<file path="config.mk">
export PLATFORM = sky130hd
export DESIGN_NAME = marker_visit_steering
export DESIGN_NICKNAME = d
export VERILOG_FILES = /design/src/rtl/mvs_pkg.sv /design/src/rtl/marker_visit_steering.sv
export VERILOG_INCLUDE_DIRS = /design/src /design/src/rtl
export SDC_FILE = /design/constraint.sdc
export NUM_CORES = 1
export LEC_CHECK = 0
export BUFFER_PORTS_ARGS = -buffer_cell sky130_fd_sc_hd__buf_2
export CAP_MARGIN = 5
export CORE_ASPECT_RATIO = 0.8
export CORE_MARGIN = 2
export CORE_UTILIZATION = 27
export DETAILED_ROUTE_END_ITERATION = 10
export SYNTH_ARGS = -nofsm -noshare
export SYNTH_HDL_FRONTEND = slang
export SYNTH_SLANG_ARGS = --single-unit
</file>
<file path="constraint.sdc">
create_clock -name i_clk -period 12.5 [get_ports i_clk]
set_clock_uncertainty 0.15 [all_clocks]
set_input_delay 3.75 -clock i_clk [delete_from_list [all_inputs] [get_ports i_clk]]
set_output_delay 3.75 -clock i_clk [all_outputs]
set_load 0.01 [all_outputs]
</file>
<file path="src/rtl/marker_visit_steering_defines.svh">
// ----------------------------------------------------------------------------
// marker_visit_steering assertion macros
// shared concurrent assertion forms for the steering block
// ----------------------------------------------------------------------------
`ifndef MARKER_VISIT_STEERING_DEFINES_SVH
`define MARKER_VISIT_STEERING_DEFINES_SVH

// same-cycle implication, disabled during reset
`define MVS_ASSERT_NOW(label, clk, rst_n, ante, cons) \
    label: assert property (@(posedge clk) disable iff (!rst_n) (ante) |-> (cons)) \
        else $error("marker_visit_steering: assertion failed");

// next-cycle implication, disabled during reset
`define MVS_ASSERT_NEXT(label, clk, rst_n, ante, cons) \
    label: assert property (@(posedge clk) disable iff (!rst_n) (ante) |=> (cons)) \
        else $error("marker_visit_steering: assertion failed");

`endif

</file>
<file path="src/rtl/mvs_pkg.sv">
// ----------------------------------------------------------------------------
// mvs_pkg
// types and constants of the marker visit steering block
// ----------------------------------------------------------------------------
package mvs_pkg;

    localparam int ID_W     = 10;
    localparam int SEEN_W   = 11;
    localparam int PIX_W    = 12;
    localparam int AREA_W   = 25;
    localparam int THR_W    = 24;
    localparam int MILLI_W  = 10;
    localparam int LIN_W    = 10;
    localparam int ANG_W    = 11;
    localparam int IDX_W    = 3;
    localparam int ADDR_W   = 5;
    localparam int IN_W     = 64;
    localparam int OUT_W    = 32;

    localparam logic signed [LIN_W-1:0] SEARCH_LIN   = -10'sd500;
    localparam logic signed [LIN_W-1:0] CREEP_LIN    = 10'sd250;
    localparam logic signed [ANG_W-1:0] SEARCH_ANG   = 11'sd500;
    localparam logic [IDX_W-1:0]        LAST_INDEX   = 3'd4;

    localparam logic [ID_W-1:0]    RST_ID_A      = 10'd11;
    localparam logic [ID_W-1:0]    RST_ID_B      = 10'd12;
    localparam logic [ID_W-1:0]    RST_ID_C      = 10'd13;
    localparam logic [ID_W-1:0]    RST_ID_D      = 10'd15;
    localparam logic [THR_W-1:0]   RST_AREA_THR  = 24'd20000;
    localparam logic [PIX_W-1:0]   RST_MISALIGN  = 12'd150;
    localparam logic [MILLI_W-1:0] RST_GAIN      = 10'd10;
    localparam logic [MILLI_W-1:0] RST_CAP       = 10'd500;

    typedef enum logic [2:0] {
        CFG_TARGET_A = 3'd0,
        CFG_TARGET_B = 3'd1,
        CFG_TARGET_C = 3'd2,
        CFG_TARGET_D = 3'd3,
        CFG_AREA_THR = 3'd4,
        CFG_MISALIGN = 3'd5,
        CFG_GAIN     = 3'd6,
        CFG_CAP      = 3'd7
    } t_cfg_reg;

    typedef struct packed {
        logic [AREA_W-1:0]        marker_area;
        logic [PIX_W-1:0]         image_width;
        logic [PIX_W-1:0]         centre_x;
        logic signed [SEEN_W-1:0] seen_id;
    } t_report;

    typedef struct packed {
        logic                     mission_done;
        logic [IDX_W-1:0]         visited_count;
        logic                     approaching;
        logic signed [ANG_W-1:0]  angular_milli;
        logic signed [LIN_W-1:0]  linear_milli;
    } t_command;

endpackage

</file>
<file path="src/rtl/marker_visit_steering.sv">
// ----------------------------------------------------------------------------
// marker_visit_steering
// steering for a robot that visits four configured markers in turn
// ----------------------------------------------------------------------------
// one camera report beat on the s_axis side gives one velocity command beat
// on the m_axis side, in order. a report is latched into an input register,
// and once the output register is free the steering step runs against the
// mission state and its command lands in the output register. one report
// can be taken every cycle while m_axis_tready is high: the state update is
// a single short step between the two registers and the only arithmetic is
// one 10 x 13 bit multiply for the proportional turn.
// when m_axis_tready is low the command holds in the output register and the
// input register still takes one more report; s_axis_tready drops only when
// both are full. the apb port writes the marker ids and the steering limits;
// the user must do so only while the block is idle, which the block itself
// does not enforce. pready is always high.
// reset clears the mission (index 0, no approach, not done, last turn left),
// restores the default register values and empties both registers.
// ----------------------------------------------------------------------------
`include "marker_visit_steering_defines.svh"

module marker_visit_steering
    import mvs_pkg::*;
(
    input  logic                 i_clk,
    input  logic                 i_rst_n,
    // report: seen_id[10:0], centre_x[22:11], image_width[34:23],
    // marker_area[59:35], zero[63:60]
    input  logic                 s_axis_tvalid,
    output logic                 s_axis_tready,
    input  logic [IN_W-1:0]      s_axis_tdata,
    // command: linear_milli[9:0], angular_milli[20:10], approaching[21],
    // visited_count[24:22], mission_done[25], zero[31:26]
    output logic                 m_axis_tvalid,
    input  logic                 m_axis_tready,
    output logic [OUT_W-1:0]     m_axis_tdata,
    input  logic                 psel,
    input  logic                 penable,
    input  logic                 pwrite,
    input  logic [ADDR_W-1:0]    paddr,
    input  logic [31:0]          pwdata,
    output logic [31:0]          prdata,
    output logic                 pready
);

    // configuration
    logic [ID_W-1:0]    r_id_a, r_id_b, r_id_c, r_id_d;
    logic [THR_W-1:0]   r_area_thr;
    logic [PIX_W-1:0]   r_misalign;
    logic [MILLI_W-1:0] r_gain;
    logic [MILLI_W-1:0] r_cap;

    // mission state
    logic [IDX_W-1:0]   r_index, n_index;
    logic               r_approach, n_approach;
    logic               r_done, n_done;
    logic               r_left, n_left;

    // pipeline
    logic               r_in_valid;
    t_report            r_in;
    logic               r_out_valid;
    t_command           r_out, n_out;

    logic               cfg_wr;
    t_cfg_reg           cfg_sel;
    logic               out_free;
    logic               advance;

    // step datapath
    logic [ID_W-1:0]          target;
    logic                     seen_neg;
    logic                     seen_known;
    logic                     seen_target;
    logic signed [PIX_W+1:0]  d;
    logic [PIX_W:0]           ad;
    logic                     d_pos;
    logic [MILLI_W+PIX_W:0]   prod;
    logic [MILLI_W+PIX_W-1:0] spd_full;
    logic [MILLI_W-1:0]       spd;
    logic signed [ANG_W-1:0]  search_ang;
    logic                     reached;

    assign pready  = 1'b1;
    assign cfg_wr  = psel & penable & pwrite & pready;
    assign cfg_sel = t_cfg_reg'(paddr[ADDR_W-1:2]);

    always_ff @(posedge i_clk) begin
        if (!i_rst_n) begin
            r_id_a     <= RST_ID_A;
            r_id_b     <= RST_ID_B;
            r_id_c     <= RST_ID_C;
            r_id_d     <= RST_ID_D;
            r_area_thr <= RST_AREA_THR;
            r_misalign <= RST_MISALIGN;
            r_gain     <= RST_GAIN;
            r_cap      <= RST_CAP;
        end else if (cfg_wr) begin
            case (cfg_sel)
                CFG_TARGET_A: r_id_a     <= pwdata[ID_W-1:0];
                CFG_TARGET_B: r_id_b     <= pwdata[ID_W-1:0];
                CFG_TARGET_C: r_id_c     <= pwdata[ID_W-1:0];
                CFG_TARGET_D: r_id_d     <= pwdata[ID_W-1:0];
                CFG_AREA_THR: r_area_thr <= pwdata[THR_W-1:0];
                CFG_MISALIGN: r_misalign <= pwdata[PIX_W-1:0];
                CFG_GAIN:     r_gain     <= pwdata[MILLI_W-1:0];
                CFG_CAP:      r_cap      <= pwdata[MILLI_W-1:0];
                default: ;
            endcase
        end
    end

    always_comb begin
        case (cfg_sel)
            CFG_TARGET_A: prdata = {{(32-ID_W){1'b0}}, r_id_a};
            CFG_TARGET_B: prdata = {{(32-ID_W){1'b0}}, r_id_b};
            CFG_TARGET_C: prdata = {{(32-ID_W){1'b0}}, r_id_c};
            CFG_TARGET_D: prdata = {{(32-ID_W){1'b0}}, r_id_d};
            CFG_AREA_THR: prdata = {{(32-THR_W){1'b0}}, r_area_thr};
            CFG_MISALIGN: prdata = {{(32-PIX_W){1'b0}}, r_misalign};
            CFG_GAIN:     prdata = {{(32-MILLI_W){1'b0}}, r_gain};
            CFG_CAP:      prdata = {{(32-MILLI_W){1'b0}}, r_cap};
            default:      prdata = '0;
        endcase
    end

    // handshake
    assign out_free      = !r_out_valid || m_axis_tready;
    assign advance       = r_in_valid && out_free;
    assign s_axis_tready = !r_in_valid || advance;
    assign m_axis_tvalid = r_out_valid;
    assign m_axis_tdata  = {{(OUT_W-$bits(t_command)){1'b0}}, r_out};

    always_ff @(posedge i_clk) begin
        if (!i_rst_n) begin
            r_in_valid <= 1'b0;
        end else if (s_axis_tvalid && s_axis_tready) begin
            r_in_valid <= 1'b1;
        end else if (advance) begin
            r_in_valid <= 1'b0;
        end
    end

    always_ff @(posedge i_clk) begin
        if (s_axis_tvalid && s_axis_tready) begin
            r_in <= t_report'(s_axis_tdata[$bits(t_report)-1:0]);
        end
    end

    // id match and target lookup
    always_comb begin
        case (r_index[1:0])
            2'd0:    target = r_id_a;
            2'd1:    target = r_id_b;
            2'd2:    target = r_id_c;
            default: target = r_id_d;
        endcase
    end

    assign seen_neg    = r_in.seen_id[SEEN_W-1];
    assign seen_known  = !seen_neg &&
                         (r_in.seen_id[ID_W-1:0] == r_id_a ||
                          r_in.seen_id[ID_W-1:0] == r_id_b ||
                          r_in.seen_id[ID_W-1:0] == r_id_c ||
                          r_in.seen_id[ID_W-1:0] == r_id_d);
    assign seen_target = seen_known && (r_in.seen_id[ID_W-1:0] == target);
    assign search_ang  = r_left ? SEARCH_ANG : -SEARCH_ANG;

    // doubled misalignment and capped proportional turn
    assign d        = $signed({1'b0, r_in.centre_x, 1'b0}) - $signed({2'b00, r_in.image_width});
    assign ad       = d[PIX_W+1] ? -d[PIX_W:0] : d[PIX_W:0];
    assign d_pos    = !d[PIX_W+1] && (d != '0);
    assign prod     = r_gain * ad;
    assign spd_full = prod[MILLI_W+PIX_W:1];
    assign spd      = (spd_full > {{PIX_W{1'b0}}, r_cap}) ? r_cap : spd_full[MILLI_W-1:0];

    assign reached  = !r_in.marker_area[AREA_W-1] &&
                      (r_in.marker_area[THR_W-1:0] > r_area_thr);

    always_comb begin
        n_index    = r_index;
        n_approach = r_approach;
        n_done     = r_done;
        n_left     = r_left;
        n_out      = '0;
        if (!r_done) begin
            if (seen_neg) begin
                n_out.angular_milli = search_ang;
            end else if (seen_known) begin
                if (seen_target) begin
                    n_approach = 1'b1;
                end else begin
                    n_out.angular_milli = search_ang;
                end
            end else begin
                n_out.linear_milli = SEARCH_LIN;
            end

            if (n_approach) begin
                if (reached) begin
                    n_index    = r_index + 3'd1;
                    n_done     = (n_index == LAST_INDEX);
                    n_approach = 1'b0;
                end else if (r_in.marker_area[AREA_W-1]) begin
                    n_approach = 1'b0;
                end

                if (ad > {r_misalign, 1'b0}) begin
                    n_out.linear_milli = '0;
                    if (d_pos) begin
                        n_left              = 1'b0;
                        n_out.angular_milli = -$signed({1'b0, spd});
                    end else begin
                        n_left              = 1'b1;
                        n_out.angular_milli = $signed({1'b0, spd});
                    end
                end else begin
                    n_out.linear_milli  = CREEP_LIN;
                    n_out.angular_milli = '0;
                end
            end
        end
        n_out.approaching   = n_approach;
        n_out.visited_count = n_index;
        n_out.mission_done  = n_done;
    end

    always_ff @(posedge i_clk) begin
        if (!i_rst_n) begin
            r_index     <= '0;
            r_approach  <= 1'b0;
            r_done      <= 1'b0;
            r_left      <= 1'b1;
            r_out_valid <= 1'b0;
        end else begin
            if (advance) begin
                r_index    <= n_index;
                r_approach <= n_approach;
                r_done     <= n_done;
                r_left     <= n_left;
            end
            if (advance) begin
                r_out_valid <= 1'b1;
            end else if (m_axis_tready) begin
                r_out_valid <= 1'b0;
            end
        end
    end

    always_ff @(posedge i_clk) begin
        if (advance) begin
            r_out <= n_out;
        end
    end

    `MVS_ASSERT_NOW(a_done_at_last, i_clk, i_rst_n, 1'b1, r_done == (r_index == LAST_INDEX))
    `MVS_ASSERT_NOW(a_no_approach_done, i_clk, i_rst_n, r_done, !r_approach)
    `MVS_ASSERT_NEXT(a_done_frozen, i_clk, i_rst_n, r_done, r_done && $stable(r_index))
    `MVS_ASSERT_NEXT(a_stall_no_step, i_clk, i_rst_n, r_out_valid && !m_axis_tready, $stable(r_index) && $stable(r_approach))

endmodule
</file>
Word level (Yosys, flattened, before mapping)
Cells that the tools add are included.

storage, ports and cells
  bits in registers = 190
  output and inout port bits = 67

operators by class
  add/subtract/negate cells = 4
  reduce and logical (&&, ||, !) cells = 30
  bitwise logic cells = 3
  muxes and demuxes = 32
  eq/ne operators = 15
  $lt $le $gt $ge = 3
  multiply operators = 1

operators by type and width
  operator              count
  $pmux W32 S8          1
  $mux W11              5
  $eq A10 B10 Y1        5
  $mux W21              2
  $mux W10              3
  $pmux W10 S3          1
  $gt A24 B24 Y1        1
  $mul A10 B13 Y23      1
  $gt A22 B10 Y1        1
  $mux W1               16
  $reduce_and A2 Y1     8
  $eq A3 B3 Y1 const B  5
  $reduce_bool A14 Y1   1
  $sub A13 B12 Y14      1
  $gt A13 B13 Y1        1
  $mux W13              1
  $neg A13 Y13          1
  $neg A10 Y11          1
  $mux W3               3
  $eq A3 B2 Y1 const B  2
  $logic_and A1 B1 Y1   6
  $logic_not A1 Y1      5
  $logic_or A1 B1 Y1    5
  $reduce_and A4 Y1     1
  other kinds (9)       11

Depth between registers and ports, before layout
Gate-level depths: netlist of the first run.

  depth in word-level cells = 12
  gate-level depth with buffers = 46

Least setup slack after synthesis of the first run
No wires, ideal clock.

  path kind = reg-to-reg
  from = register r_in[15] (netlist name)
  to = register r_out, in the netlist m_axis_tdata[16] (data pin)
  cell stages (with the launch flop) = 44
  library setup time = 169 ps
  arrival time = 9,322 ps
  path slack = 2,859 ps
  path through = edfxtp_1 > ha_1 > o21a_1 > o211ai_1 > a21boi_1 > a211oi_1 > nor2_1 > or3_1 > clkbuf_1 > nor2_1 > xnor2_1 > clkbuf_1 > nand2_1 > fa_1 > inv_1 > fa_1 > ha_1 > fa_1 > [... 8 more ...] > a21oi_1 > xnor2_1 > ha_1 > a21oi_1 > nor2b_1 > o2111ai_1 > nand2_1 > o2111ai_1 > nor4_2 > nand3_2 > buf_6 > mux2i_1 > ha_1 > nand2_1 > nor4_1 > mux2i_1 > and3_1 > o31ai_1

on the way
  longest elaborated chain between the ends = 10
  elaborated cells on any way between the ends = 14
  classes of those cells = add/sub: 3; mul: 1; order compare: 2; mux: 5; reduce/logical: 3

RTL lines
  item                    line                          source
  from (decl)             marker_visit_steering.sv:61   t_report r_in;
  from (signal assigned)  marker_visit_steering.sv:146  r_in <= t_report'(s_axis_tdata[$bits(t_report)-1:0]);
  $sub A13 B12 Y14 *      marker_visit_steering.sv:170  assign d = $signed({1'b0, r_in.centre_x, 1'b0}) - $signed({2'b00, r_in.image_width});
  $neg A13 Y13            marker_visit_steering.sv:171  assign ad = d[PIX_W+1] ? -d[PIX_W:0] : d[PIX_W:0];
  $mux W13                marker_visit_steering.sv:171
  $mul A10 B13 Y23        marker_visit_steering.sv:173  assign prod = r_gain * ad;
  $gt A22 B10 Y1          marker_visit_steering.sv:175  assign spd = (spd_full > {{PIX_W{1'b0}}, r_cap}) ? r_cap : spd_full[MILLI_W-1:0];
  $mux W10                marker_visit_steering.sv:175
  $neg A10 Y11            marker_visit_steering.sv:212  n_out.angular_milli = -$signed({1'b0, spd});
  $mux W11                marker_visit_steering.sv:210  if (d_pos) begin
  $mux W21 *              marker_visit_steering.sv:208  if (ad > {r_misalign, 1'b0}) begin
  $mux W21 *              marker_visit_steering.sv:199  if (n_approach) begin
  to (signal assigned)    marker_visit_steering.sv:252  r_out <= n_out;
  to (decl)               marker_visit_steering.sv:63   t_command r_out, n_out;

Mark *: on every way between the ends. The rest lies on a longest branch, timed or not.
A chain may end at the register's enable or synchronous reset.

Worst setup path in the final report of the first run
Ends and elaborated chain as after synthesis.

==> results.py, run 1 <==
metrics = {
    "timing": {
        "max_slew_margin_pct": 19.56,
        "finalSetupViolations": 0,
        "period_minus_slack_ns": 11.07,
        "finalMaxSlewViolations": 0,
        "fmax_mhz": 90.31,
        "hold_violations": 0,
        "timing.hold.ws_ns": 0.3163,
        "worst_slew_pin_slew_ns": 1.194,
        "rsz0062_at_grt": "no",
        "finalCritPeriodShare_pct": 88.58,
        "tns_ns": 0,
    },
    "logic_synthesis": {
        "synth_seq_cells": 183,
        "ys_warn_count": 0,
        "synth_cell_types": 79,
        "synthArstFlopShare_pct": 0,
        "syn_area_per_cell_um2": 8.915,
        "synth-edff-count": 79,
        "synth_top_flop_cell": "dfxtp_1",
        "syn-cell-area_um2": 15300,
        "ys_seq_area_share_pct": 29.12,
        "synthCells": 1716,
    },
    "pwr": {
        "power_frac_seq_pct": 28.5,
        "leakagePower_nw": 7.401,
        "p_int_mw": 1.357,
        "switching_share_pct": 41.36,
        "powerDensity_nw_per_um2": 134.7,
        "p_sw_mw": 0.9572,
        "ir_drop_v": 0.0001342,
        "clkPwrFrac_pct": 23.9,
        "combinationalPowerShare_pct": 47.6,
    },
    "route": {
        "drt-pass1-iter-count": 5,
        "dr_total_vias": 12471,
        "routed_wl_um": 43700,
        "drt_iter0_markers": 1028,
        "drt-vias-per-instance": 4.866,
        "ant_nets": 0,
        "wire_per_inst_um": 17.05,
        "drc": 0,
    },
    "floorplan": {
        "die_w_um": 270.1,
        "initial_utilization_pct": 27.17,
        "die_y_um": 216.9,
        "core.rowCount": 78,
        "fp.coreArea_um2": 56310,
        "io_pins": 175,
        "design.die.area_um2": 58590,
    },
    "global_routing": {
        "grt_use_met1_pct": 22.24,
        "grt_pass1_wl_um": 68640,
        "use_met2_pct": 21.78,
        "busiest_layer": "met1",
        "antenna_found_initial": 6,
        "groute.usage.overall_pct": 14.85,
        "grt_max_degree": 108,
        "grt_overflow": 0,
        "grt_pass1_vias": 11983,
        "use_met3_pct": 3.211,
    },
    "clock_network": {
        "cts_root_buffer": "clkbuf_16",
        "cts_resized": 0,
        "cts_post_setup_buffers_inserted": 0,
        "cts_buffers": 17,
        "cts_tree": "built",
        "clk_latency_ns": 0.46,
        "ctsHoldBuffers": 0,
        "cts.path.max_buffers": 2,
        "cts-htree-levels": 4,
        "numClockSinks": 183,
        "clk_pin_slew_ns": 0.07,
    },
    "hold_path": {
        "hp-class": "register to register",
    },
    "finish": {
        "drive_above_1_share_pct": 12.65,
        "fill_cells": 5927,
        "syn_to_final_growth_pct": 12.34,
        "multi_input_area_um2": 9697,
        "num-nets-final": 2106,
        "register_area_um2": 4454,
    },
    "critical_path": {
        "crit_type": "register to register",
        "crit_fanout": 15,
        "critPathArrivalTime_ns": 11.20,
        "end_kind": "register",
        "cpMaxStageDelayCell": "fa_1",
        "max_stage_delay_ns": 0.54,
        "cp-start-kind": "register",
        "cpMostUsedCell": "ha_1",
        "worstPathRequired_ns": 12.63,
    },
    "placed_design": {
        "place_hpwl_um": 34280,
        "place.gp.congestion": 0.9142,
        "portBuffers": 143,
    },
    "run": {
        "cap_violations": 0,
    },
    "run_status": {
        "outcome": "complete, no violations",
    },
}
[placed cells by master, fill, tap and decap left out, types with 17 or more instances in the layout]
cell type	Yosys	layout
nand2_1	250	250
inv_1	178	178
buf_2	6	143
ha_1	122	122
dfxtp_1	104	104
fa_1	87	87
edfxtp_1	79	79
and2_1	74	73
a21oi_1	69	69
nor2_1	68	68
xnor2_1	60	60
a21boi_0	54	54
mux2i_1	40	40
nor3_1	42	39
nor2b_1	33	33
o21ai_0	32	32
o211ai_1	30	30
xor2_1	27	27
nand4_1	24	24
a21o_1	21	21
nand3_1	19	19
conb_1	2	17
clkbuf_16	0	17
[logic make-up (layout without fill, tap and decap cells)]
family,count (synthesis),in the layout,synth area share [%]
compound gates,318,318,14.99
xor+xnor,87,87,4.981
fa+ha+maj,209,209,21.36
buf+inv,297,368,7.974
flops,183,183,29.12
mux,49,49,3.500
other cells,2,18,0.04909
simple gates,571,571,18.03
[state kept, by name, summed over array words and instances, names as in the netlist]
name,count
r_misalign,12
r_gain,10
r_done,1
r_index,3
r_in_valid,1
r_id_c,10
r_in,60
r_left,1
r_approach,1
r_area_thr,24
r_id_d,10
m_axis_tvalid,1
r_cap,10
m_axis_tdata,19
r_id_b,10
r_id_a,10
[synth_stat cells (6+ instances only)]
cell      count  area share (%)
and3_1        8            0.33
fa_1         87              11
clkbuf_1     78             1.9
and2_1       74             3.0
a21o_1       21             1.0
a221oi_1      9            0.52
nor2b_1      33             1.3
nor4_1        9            0.37
dfxtp_1     104              14
buf_4        24             1.2
nand2b_1     11            0.45
or3_1        10            0.41
a31oi_1       8            0.33
nand3_1      19            0.62
a22o_1        7            0.40
ha_1        122              10
xor2_1       27             1.5
mux2i_1      40             2.6
o21a_1       11            0.54
nand4_1      24            0.98
mux2_2        6            0.44
a21boi_0     54             2.6
a21oi_1      69             2.3
xnor2_1      60             3.4
buf_2         6            0.20
nand2_1     250             6.1
a211oi_1     11            0.54
inv_1       178             4.4
edfxtp_1     79              16
buf_1         8            0.20
nor3_1       42             1.4
a222oi_1     10            0.65
nor2_1       68             1.7
o21ai_0      32             1.0
o211ai_1     30             1.5
[worst max-delay path, delay by kind of cell, from the launching register on]
family                     cells  cell delay, ns
AOI/OAI and AO/OA             13            2.84
xor gates and xnor gates       2            0.74
adders and majority gates      9            3.60
buffers and inverters          4            0.43
DFF                            1            0.37
muxes                          1            0.18
and+or+nand+nor               12            2.54
[worst paths after layout]
kind                                    endpoint                  startpoint  depth (start not counted)  slack (ns)
setup / recovery  m_axis_tdata[16]$_SDFFCE_PP0P_          r_in[15]$_DFFE_PP_                         41        1.43
hold / removal        r_area_thr[4]$_SDFFE_PN0P_  r_area_thr[4]$_SDFFE_PN0P_                          2        0.32
setup reg to reg  m_axis_tdata[16]$_SDFFCE_PP0P_          r_in[15]$_DFFE_PP_                         41        1.43
hold reg to reg       r_area_thr[4]$_SDFFE_PN0P_  r_area_thr[4]$_SDFFE_PN0P_                          2        0.32
[layer usage]
layer  up-vias  wire length (µm)
met5         -                71
met4        12               458
met3        43              3280
met2       422             18140
met1      6039             21750
li1       5955                 -
[power by group through the flow]
stage	clock network [mW]	logic [mW]	registers [mW]
global placement	0	1.07	0.673
detailed placement	0	1.09	0.673
floorplan	0	0.831	0.666
CTS	0.566	1.10	0.659
global route	0.587	1.25	0.661
finish	0.554	1.10	0.659
[final cells by class]
cell class / instances / area share (%)
Antenna cell: 1 / 0.01456
Multi-Input combinational cell: 1251 / 56.42
Tap cell: 760 / 5.533
Clock buffer: 18 / 2.555
Sequential cell: 183 / 25.92
Clock inverter: 14 / 0.8955
Inverter: 180 / 3.931
Timing Repair Buffer: 156 / 4.732
[per-stage QoR]
stage	setup WS [ns]	std cells	utilization, %	power, mW	cell area [µm²]
after floorplan	2.859	1731	-	1.497	15350
after global placement	1.733	2530	29.46	1.740	16590
after detailed placement	1.519	2530	29.46	1.761	16590
after CTS	1.470	2562	30.52	2.320	17180
after global routing	0.5296	2562	30.52	2.493	17180
final	1.427	2563	30.52	2.315	17190
(Power assumes the default switching activity.)
==> inputs of run 2 (changes only) <==
Settings changed: CORE_UTILIZATION 27 to 60, PLACE_DENSITY_LB_ADDON set to 0.12.
==> results.py, run 2 (same netlist as run 1, synthesis figures left out) <==
metrics = {
    "run_status": {
        "outcome": "complete, no violations",
    },
    "pwr": {
        "powerDensity_nw_per_um2": 139.4,
        "power.total_mw": 2.320,
        "switching_share_pct": 40.87,
        "p_sw_mw": 0.9481,
        "clkPwrFrac_pct": 24.3,
        "power_frac_seq_pct": 28.4,
        "combinationalPowerShare_pct": 47.3,
        "p_int_mw": 1.372,
        "ir_drop_v": 0.0001001,
        "leakagePower_nw": 7.394,
    },
    "finish": {
        "most-common-layout-cells": "250 x nand2_1, 178 x inv_1, 143 x buf_2",
        "drive_above_1_share_pct": 12.61,
        "fill_cells": 2085,
        "final_cells": 2124,
        "multi_input_area_um2": 9697,
        "syn_to_final_growth_pct": 8.760,
        "antennaDiodeCount": 0,
        "final_common_cell": "nand2_1",
        "num-nets-final": 2104,
        "largest-register": "r_in",
        "register_area_um2": 4454,
        "largest_reg_flops": 60,
    },
    "clock_network": {
        "numClockSinks": 183,
        "cts-htree-levels": 4,
        "cts_post_setup_buffers_inserted": 0,
        "cts_tree": "built",
        "clk_pin_slew_ns": 0.07,
        "cts_root_buffer": "clkbuf_16",
        "cts_resized": 0,
        "cts_buffers": 17,
        "clk_latency_ns": 0.44,
        "ctsHoldBuffers": 0,
        "cts.path.max_buffers": 2,
    },
    "route": {
        "dr_total_vias": 12355,
        "drt-pass1-iter-count": 8,
        "routed_wl_um": 39840,
        "drt-vias-per-instance": 5.817,
        "ant_nets": 0,
        "drt_iter0_markers": 1020,
        "wire_per_inst_um": 18.76,
        "drc": 0,
    },
    "critical_path": {
        "max_stage_delay_ns": 0.54,
        "cp-start-kind": "register",
        "reg2reg_from": "r_in[15]$_DFFE_PP_",
        "crit_type": "register to register",
        "worstPathRequired_ns": 12.51,
        "cpMostUsedCell": "ha_1",
        "critPathArrivalTime_ns": 10.77,
        "cpMaxStageDelayCell": "fa_1",
        "crit_fanout": 15,
        "crit_path_start": "r_in[15]$_DFFE_PP_",
        "end_kind": "register",
    },
    "timing": {
        "finalMaxSlewViolations": 0,
        "max_slew_margin_pct": 23.13,
        "hold_violations": 0,
        "rsz0062_at_grt": "no",
        "finalSetupViolations": 0,
        "finalCritPeriodShare_pct": 86.08,
        "fin_ws_ns": 1.740,
        "tns_ns": 0,
        "period_minus_slack_ns": 10.76,
        "fmax_mhz": 92.93,
        "worst_slew_pin_slew_ns": 1.147,
    },
    "placed_design": {
        "dp_slack_ns": 1.866,
        "place_hpwl_um": 30300,
        "portBuffers": 143,
        "place_inst": 2092,
        "place.gp.congestion": 0.9516,
    },
    "global_routing": {
        "grt_pass1_wl_um": 62960,
        "grt_overflow": 0,
        "groute.usage.overall_pct": 30.11,
        "grt_pass1_vias": 11640,
        "antenna_found_initial": 2,
        "grt_max_degree": 108,
    },
    "hold_path": {
        "hp-class": "register to register",
        "min-delay-start": "r_area_thr[15]$_SDFFE_PN0P_",
    },
    "floorplan": {
        "die_w_um": 182.5,
        "fp.coreArea_um2": 25180,
        "core.rowCount": 52,
        "initial_utilization_pct": 60.76,
        "io_pins": 175,
        "die_y_um": 146.8,
        "design.die.area_um2": 26800,
    },
    "run": {
        "cap_violations": 0,
    },
}
## run 2: per-stage QoR
step	util [%]	hold slack, ns	area [µm²]
final	66.08	0.3195	16640
after global placement	63.67	0.3028	16030
after detailed placement	63.67	0.3109	16030
after floorplan	-	0.2935	15350
after global routing	66.08	0.3438	16640
after CTS	66.08	0.3215	16640
## run 2: worst max-delay path, delay by kind of cell, from the launching register on
kind / cells / cell delay [ns]
AO/OA/AOI/OAI: 13 / 2.68
AND/OR/NAND/NOR: 12 / 2.70
adder cells (fa/ha/maj): 9 / 3.77
buffers and inverters: 4 / 0.37
XOR/XNOR: 2 / 0.40
flip-flops: 1 / 0.37
## run 2: cell type report
| type | instances | area share, % |
|---|---|---|
| Sequential cell | 183 | 26.77 |
| Inverter | 180 | 4.061 |
| Clock inverter | 15 | 1.098 |
| Multi-Input combinational cell | 1251 | 58.28 |
| Tap cell | 324 | 2.436 |
| Timing Repair Buffer | 154 | 4.798 |
| Clock buffer | 17 | 2.557 |
## run 2: path summary, 6_finish.rpt
path / slack [ns] / cells past startpoint / to
max: 1.74 / 40 / m_axis_tdata[20]$_SDFFCE_PP0P_
min: 0.32 / 2 / r_area_thr[15]$_SDFFE_PN0P_
max reg2reg: 1.74 / 40 / m_axis_tdata[20]$_SDFFCE_PP0P_
min reg2reg: 0.32 / 2 / r_area_thr[15]$_SDFFE_PN0P_
## run 2: power by group through the flow
stage                     Clock, mW  Sequential [mW]  Combinational, mW
after floorplan                   0            0.666              0.831
after global placement            0            0.671               1.06
after detailed placement          0            0.672               1.08
after CTS                     0.571            0.658               1.09
after global routing          0.593            0.660               1.24
final                         0.563            0.658               1.10
## run 2: layer usage
metal | routed length, µm | vias to the layer above | global-route usage [%] | share of wire, %
li1 | - | 5941 | - | -
met1 | 18900 | 5834 | 45.42 | 47
met2 | 16620 | 534 | 43.37 | 42
met3 | 3747 | 44 | 7.635 | 9.4
met4 | 557 | 2 | 6.935 | 1.4
met5 | 13 | - | 0 | 0.033
